### src/hw/rtl/dsrd_pkg.sv
package dsrd_pkg;

	localparam int unsigned CFG_INDEX_W = 1;
	localparam int unsigned CFG_DATA_W  = 2;

	typedef enum logic [CFG_INDEX_W-1:0] {
		REG_STATE_FORMAT,
		REG_CODE_ENCODING
	} cfg_reg_t;

	localparam logic [1:0] FMT_CLASSIC  = 2'd0;
	localparam logic [1:0] FMT_NEW      = 2'd1;
	localparam logic [1:0] CODE_VARINT  = 2'd3;

	localparam logic [1:0] RESET_STATE_FORMAT  = FMT_CLASSIC;
	localparam logic [1:0] RESET_CODE_ENCODING = 2'd1;

	typedef enum logic [1:0] {
		PH_HEADER,
		PH_HEADER_MORE,
		PH_CODE_FIXED,
		PH_CODE_VAR
	} phase_t;

	typedef struct packed {
		phase_t      phase;
		logic [2:0]  bytes_seen;
		logic [2:0]  field_length;
		logic [31:0] acc;
		logic        held_final;
		logic [30:0] held_count;
	} dec_state_t;

	typedef struct packed {
		logic        is_final;
		logic [30:0] transition_count;
		logic        code_present;
		logic [31:0] code_value;
	} result_t;

	typedef struct packed {
		logic [1:0] state_format;
		logic [1:0] code_encoding;
	} cfg_t;

	localparam dec_state_t STATE_RESET = '{
		phase:        PH_HEADER,
		bytes_seen:   3'd0,
		field_length: 3'd0,
		acc:          32'd0,
		held_final:   1'b0,
		held_count:   31'd0
	};

endpackage

### src/hw/rtl/dsrd_step.sv
module dsrd_step (
	input  dsrd_pkg::dec_state_t cur,
	input  dsrd_pkg::cfg_t       cfg,
	input  logic [7:0]           in_byte,
	output dsrd_pkg::dec_state_t nxt,
	output logic                 emit,
	output dsrd_pkg::result_t    res
);

	logic        hdr_done;
	logic        hdr_fin;
	logic [30:0] hdr_cnt;
	logic        code_done;
	logic [31:0] code_v;
	logic [31:0] more_acc;
	logic [31:0] more_bits;
	logic [2:0]  more_bs;
	logic        more_done;
	logic [2:0]  first_len;
	logic [31:0] fixed_acc;
	logic        is_classic;

	always_comb begin
		is_classic = (cfg.state_format == dsrd_pkg::FMT_CLASSIC);
		first_len  = in_byte[7:5] - 3'd2;
		unique case (cur.bytes_seen)
			3'd1:    more_bits = {19'd0, in_byte, 5'd0};
			3'd2:    more_bits = {11'd0, in_byte, 13'd0};
			3'd3:    more_bits = {3'd0, in_byte, 21'd0};
			3'd4:    more_bits = {in_byte[2:0], 29'd0};
			default: more_bits = 32'd0;
		endcase
		more_acc  = cur.acc | more_bits;
		more_bs   = cur.bytes_seen + 3'd1;
		more_done = (more_bs >= cur.field_length);
		fixed_acc = {cur.acc[23:0], in_byte};

		nxt       = cur;
		emit      = 1'b0;
		res       = '0;
		hdr_done  = 1'b0;
		hdr_fin   = 1'b0;
		hdr_cnt   = 31'd0;
		code_done = 1'b0;
		code_v    = 32'd0;

		unique case (cur.phase)
			dsrd_pkg::PH_HEADER: begin
				if (is_classic) begin
					nxt.acc          = {24'd0, in_byte};
					nxt.bytes_seen   = 3'd1;
					nxt.field_length = 3'd2;
					nxt.phase        = dsrd_pkg::PH_HEADER_MORE;
				end else if (!in_byte[7]) begin
					hdr_done = 1'b1;
					hdr_fin  = in_byte[0];
					hdr_cnt  = {24'd0, in_byte[7:1]};
				end else begin
					nxt.acc          = {27'd0, in_byte[4:0]};
					nxt.bytes_seen   = 3'd1;
					nxt.field_length = first_len;
					nxt.phase        = dsrd_pkg::PH_HEADER_MORE;
				end
			end
			dsrd_pkg::PH_HEADER_MORE: begin
				if (is_classic) begin
					hdr_done = 1'b1;
					hdr_fin  = !cur.acc[7];
					hdr_cnt  = {16'd0, cur.acc[6:0], in_byte};
				end else begin
					nxt.acc        = more_acc;
					nxt.bytes_seen = more_bs;
					if (more_done) begin
						hdr_done = 1'b1;
						hdr_fin  = more_acc[0];
						hdr_cnt  = more_acc[31:1];
					end
				end
			end
			dsrd_pkg::PH_CODE_FIXED: begin
				nxt.acc        = fixed_acc;
				nxt.bytes_seen = more_bs;
				if (more_done) begin
					code_done = 1'b1;
					code_v    = fixed_acc;
				end
			end
			dsrd_pkg::PH_CODE_VAR: begin
				if (cur.bytes_seen == 3'd0) begin
					if (!in_byte[7]) begin
						code_done = 1'b1;
						code_v    = {24'd0, in_byte};
					end else begin
						nxt.acc          = {27'd0, in_byte[4:0]};
						nxt.bytes_seen   = 3'd1;
						nxt.field_length = first_len;
					end
				end else begin
					nxt.acc        = more_acc;
					nxt.bytes_seen = more_bs;
					if (more_done) begin
						code_done = 1'b1;
						code_v    = more_acc;
					end
				end
			end
			default: nxt = cur;
		endcase

		if (hdr_done) begin
			nxt.bytes_seen = 3'd0;
			nxt.acc        = 32'd0;
			if (hdr_fin && (cfg.state_format == dsrd_pkg::FMT_CLASSIC
					|| cfg.state_format == dsrd_pkg::FMT_NEW)) begin
				nxt.held_final = 1'b1;
				nxt.held_count = hdr_cnt;
				if (cfg.code_encoding == dsrd_pkg::CODE_VARINT) begin
					nxt.field_length = 3'd0;
					nxt.phase        = dsrd_pkg::PH_CODE_VAR;
				end else begin
					nxt.field_length = {1'b0, cfg.code_encoding} + 3'd2;
					nxt.phase        = dsrd_pkg::PH_CODE_FIXED;
				end
			end else begin
				emit                 = 1'b1;
				res.is_final         = hdr_fin;
				res.transition_count = hdr_cnt;
				nxt.field_length     = 3'd0;
				nxt.phase            = dsrd_pkg::PH_HEADER;
			end
		end

		if (code_done) begin
			emit                 = 1'b1;
			res.is_final         = cur.held_final;
			res.transition_count = cur.held_count;
			res.code_present     = 1'b1;
			res.code_value       = code_v;
			nxt                  = dsrd_pkg::STATE_RESET;
		end
	end

endmodule

### src/hw/rtl/dict_state_record_decoder.sv
// Channel   Handshake              Payload
// in        in_valid / in_ready    in_byte
// out       out_valid / out_ready  is_final, transition_count, code_present, code_value
// config    cfg_we                 cfg_index, cfg_data
//
// One byte is taken in every cycle unless a stalled output holds one back; results are registered.
// The byte register feeds one pass of decode logic that updates the record state.
// A stalled output only holds back bytes that complete a record; others pass on.
// Reset clears the record state and both valid flags and sets the configuration registers
// to their defaults.
module dict_state_record_decoder (
	input  logic                                  clk,
	input  logic                                  arst_n,
	input  logic                                  in_valid,
	output logic                                  in_ready,
	input  logic [7:0]                            in_byte,
	output logic                                  out_valid,
	input  logic                                  out_ready,
	output logic                                  is_final,
	output logic [30:0]                           transition_count,
	output logic                                  code_present,
	output logic [31:0]                           code_value,
	input  logic                                  cfg_we,
	input  logic [dsrd_pkg::CFG_INDEX_W-1:0]      cfg_index,
	input  logic [dsrd_pkg::CFG_DATA_W-1:0]       cfg_data
);

	dsrd_pkg::cfg_t       cfg_q;
	dsrd_pkg::dec_state_t state_q;
	dsrd_pkg::dec_state_t state_nxt;
	dsrd_pkg::result_t    res;
	dsrd_pkg::result_t    res_q;
	logic                 res_valid_q;
	logic [7:0]           byte_s1;
	logic                 valid_s1;
	logic                 emit;
	logic                 out_free;
	logic                 move_s1;

	dsrd_step u_step (
		.cur     (state_q),
		.cfg     (cfg_q),
		.in_byte (byte_s1),
		.nxt     (state_nxt),
		.emit    (emit),
		.res     (res)
	);

	assign out_free = !res_valid_q || out_ready;
	assign move_s1  = valid_s1 && (!emit || out_free);
	assign in_ready = !valid_s1 || move_s1;

	always_ff @(posedge clk or negedge arst_n) begin
		if (!arst_n) begin
			cfg_q.state_format  <= dsrd_pkg::RESET_STATE_FORMAT;
			cfg_q.code_encoding <= dsrd_pkg::RESET_CODE_ENCODING;
		end else if (cfg_we) begin
			unique case (dsrd_pkg::cfg_reg_t'(cfg_index))
				dsrd_pkg::REG_STATE_FORMAT:  cfg_q.state_format  <= cfg_data;
				dsrd_pkg::REG_CODE_ENCODING: cfg_q.code_encoding <= cfg_data;
				default:                     cfg_q <= cfg_q;
			endcase
		end
	end

	always_ff @(posedge clk or negedge arst_n) begin
		if (!arst_n) begin
			valid_s1 <= 1'b0;
		end else if (in_ready) begin
			valid_s1 <= in_valid;
		end
	end

	always_ff @(posedge clk) begin
		if (in_ready && in_valid) begin
			byte_s1 <= in_byte;
		end
	end

	always_ff @(posedge clk or negedge arst_n) begin
		if (!arst_n) begin
			state_q <= dsrd_pkg::STATE_RESET;
		end else if (move_s1) begin
			state_q <= state_nxt;
		end
	end

	always_ff @(posedge clk or negedge arst_n) begin
		if (!arst_n) begin
			res_valid_q <= 1'b0;
		end else if (move_s1 && emit) begin
			res_valid_q <= 1'b1;
		end else if (out_ready) begin
			res_valid_q <= 1'b0;
		end
	end

	always_ff @(posedge clk) begin
		if (move_s1 && emit) begin
			res_q <= res;
		end
	end

	assign out_valid        = res_valid_q;
	assign is_final         = res_q.is_final;
	assign transition_count = res_q.transition_count;
	assign code_present     = res_q.code_present;
	assign code_value       = res_q.code_value;

endmodule

### config.mk
export PLATFORM = sky130hd
export DESIGN_NAME = dict_state_record_decoder
export DESIGN_NICKNAME = d
export VERILOG_FILES = /design/src/hw/rtl/dsrd_pkg.sv /design/src/hw/rtl/dsrd_step.sv /design/src/hw/rtl/dict_state_record_decoder.sv
export SDC_FILE = /design/constraint.sdc
export NUM_CORES = 1
export LEC_CHECK = 0
export BUFFER_PORTS_ARGS = -buffer_cell sky130_fd_sc_hd__clkbuf_2
export CAP_MARGIN = 0
export CORE_MARGIN = 2
export CORE_UTILIZATION = 48
export DETAILED_ROUTE_END_ITERATION = 16
export HOLD_SLACK_MARGIN = 0.15
export PLACE_DENSITY = 0.72
export SLEW_MARGIN = 0
export SYNTH_ARGS = -nofsm -noshare
export SYNTH_HDL_FRONTEND = slang
export SYNTH_SLANG_ARGS = --single-unit
### constraint.sdc
create_clock -name clk -period 9.8 [get_ports clk]
set_input_delay 1.47 -clock clk [delete_from_list [all_inputs] [get_ports clk]]
set_output_delay 1.47 -clock clk [all_outputs]
set_load 0.05 [all_outputs]
==> impl_metrics.tcl <==
set metrics [dict create \
    final_nets 752 \
    cts_buffers 17 \
    ant_nets 0 \
    antenna_found_initial 0 \
    synth_cells 662 \
    dr.pass1.iters 5 \
    htree_levels 4 \
    placedCellCount 892 \
    grt_pass1_vias 5386 \
    num_rows 45 \
    synth_seq_cells 151 \
    nFillCells 1239 \
    min_path_cells 1 \
    cp.required_ns 8.33 \
    syn-num-nets 691 \
    reg2reg_from "state_q[67]" \
    hold_path.startpoint "state_q[57]" \
    synth_top_area_share_pct 29.9 \
    skew_ns 0.00739 \
    die_x_um 128 \
    min_period_over_period_pct 53.0 \
    gp_congestion 0.999 \
    critPathLaunchType "register" \
    hold_viol 0 \
    status "finished clean" \
    grt-ovfl-total 0 \
    ys.flop_type "dfrtp_1" \
    path_class "reg -> out" \
    maxCapViolations 0 \
    port_buffers 82 \
    power_mw 3.06 \
    worst_pin_slew_ns 1.19 \
    clock-root-buffer "clkbuf_16" \
    p_per_area_nw_per_um2 363 \
    synth.most_common_cell "nor2_1" \
    end_kind "output pin" \
    initial_core_util_pct 48.6 \
    final_cell_area_um2 8430 \
    yosysTopAreaCell "edfxtp_1" \
    drv_slew 0 \
    hold-path-endpoint "state_q[57]" \
    path_delay_family "compound AO/OA/AOI/OAI gates" \
    min_period_ns 5.19 \
    max-vdd-ir-drop_v 0.000172 \
    cts_setup_buffers 0 \
    syn2layout_area_growth_pct 14.9 \
    cp_max_fo 35 \
    avgViaCountPerCell 5.91 \
    synth-edff-count 73 \
    max-slew-margin-rel_pct 19.9 \
    grt_max_degree 79 \
    wl_per_cell_um 18.9 \
    postCtsResizedCells 0 \
    cp_data_arrival_time_ns 3.72 \
    synth_cell_types 57 \
    core_um2 15100 \
    dp_hpwl_um 11800 \
    worst-path-buf-inv 3 \
    async_flop_share_pct 51.7 \
    ys_seq_area_share_pct 56.5 \
    rrSetupSlack_ns 5.53 \
    synth_commonest_cells "79 x nor2_1, 77 x dfrtp_1, 73 x edfxtp_1" \
    min_path_type "reg -> reg" \
    leakagePower_nw 3.58 \
    critPathMostFrequentCell "ha_1" \
    design.die.area_um2 16300 \
    vias 5461 \
    clk_path_buf_depth 2 \
    finalSetupViolCount 0 \
    io_pins 83 \
    slowest_delay_ns 0.48 \
    fmax_mhz 193 \
    ys_top_cells_by_area "edfxtp_1 30%, dfrtp_1 26%, mux2_2 5.8%, nor2_1 4.0%, a21oi_1 3.6%" \
    clkLatencyLatePin_ns 0.42 \
    final_cells 924 \
    setup_tns_ns 0 \
    regToRegEndpoint "byte_s1[0]" \
    placedInstanceArea_um2 7820 \
    cts_hold_buf 0 \
    yosysWarnings 0 \
    worst-r2r-cell-count 11 \
    num_antenna_cells 0 \
    drive_gt1_share_pct 23.4 \
    drc 0 \
    grtUsageTotal_pct 22.2 \
    cpMaxStageDelayCell "o21a_1" \
    cts_tree "yes" \
    routed_wirelength_um 17500 \
    grt_first_pass_wirelength_um 27900 \
    drtIter0Drc 523 \
    syn_area_per_cell_um2 11.1 \
    clkTransAtPathRegs_ns 0.06 \
    cts_sinks 151 \
    rsz0062_at_grt "no" \
    crit_chain "ha_1, ha_1, inv_1, ha_1, a21oi_1, o21a_1, o21a_4, inv_4, nor3_4, nor2_1, nand2_1, clkbuf_2" \
    die_h_um 128 \
    netlist_area_um2 7340 \
]
==> layout make-up <==
class / instances / area [µm²] / area share (%)
Sequential cell: 151 / 4150 / 49.1
Multi-Input combinational cell: 442 / 2890 / 34.3
Timing Repair Buffer: 88 / 458 / 5.43
Clock buffer: 21 / 440 / 5.22
Tap cell: 188 / 235 / 2.79
Clock inverter: 11 / 174 / 2.06
Inverter: 23 / 88.8 / 1.05
==> metal layers <==
layer | global-route usage, % | part of all wire [%]
met3 | 4.42 | 7.7
met2 | 35.0 | 47
met5 | 0 | 0
met1 | 29.8 | 42
met4 | 10.5 | 3.3
==> where the power goes <==
group	switching, mW	internal [mW]	leakage (nW)
clock network	0.251	0.427	0.288
registers	0.103	0.893	1.76
logic	1.04	0.347	1.53
==> registers in the layout, summed over array words and instances (netlist names) <==
register	flops
valid_s1	1
byte_s1	8
code_value	32
code_present	1
is_final	1
out_valid	1
state_q	72
transition_count	31
cfg_q	4
==> cells by family (layout without fill, tap and decap cells) <==
group,after synthesis,in the layout,synth area share (%)
buffers and inverters,69,143,4.19
AND/OR/NAND/NOR,185,185,11.3
AO/OA/AOI/OAI,177,177,15.7
adder cells (fa/ha/maj),13,13,2.22
multiplexers,67,67,10.2
flip-flops,151,151,56.5
==> cell usage in the layout, fill, tap and decap left out, types with 8 or more instances in the layout <==
cell type and n:
a22o_1 18, inv_1 22, ha_1 13, nor2_1 79, clkbuf_16 17, mux2_1 23, mux2_2 38, nand2b_1 9
a21oi_1 53, edfxtp_1 73, dfrtp_1 77, nand3_1 8, nand2_1 61, clkbuf_2 81, o21ai_0 50
==> per-stage QoR <==
stage	setup WS, ns	utilization (%)	hold WS (ns)
after CTS	4.63	55.9	0.493
after floorplan	2.82	-	0.459
after detailed placement	5.12	51.8	0.480
final	4.61	55.9	0.494
after global routing	4.38	55.9	0.516
after global placement	5.26	51.8	0.469
==> worst reg2reg max path, delay by kind of cell, from the launching register on <==
kind	cells	cell delay, ns
buffers and inverters	2	0.23
and+or+nand+nor	2	0.55
adders and majority gates	3	0.81
AOI/OAI and AO/OA	4	1.86
DFF	1	0.44
==> how the worst max path moves through the flow <==
stage | start | end | depth (start not counted)
finish | state_q[67] | in_ready | 12
global placement | state_q[67] | in_ready | 12
global route | state_q[67] | in_ready | 12
floorplan | state_q[67] | code_present | 10
CTS | state_q[67] | in_ready | 12
detailed placement | state_q[67] | in_ready | 12
Note: power is estimated with default switching activity, not from simulation.
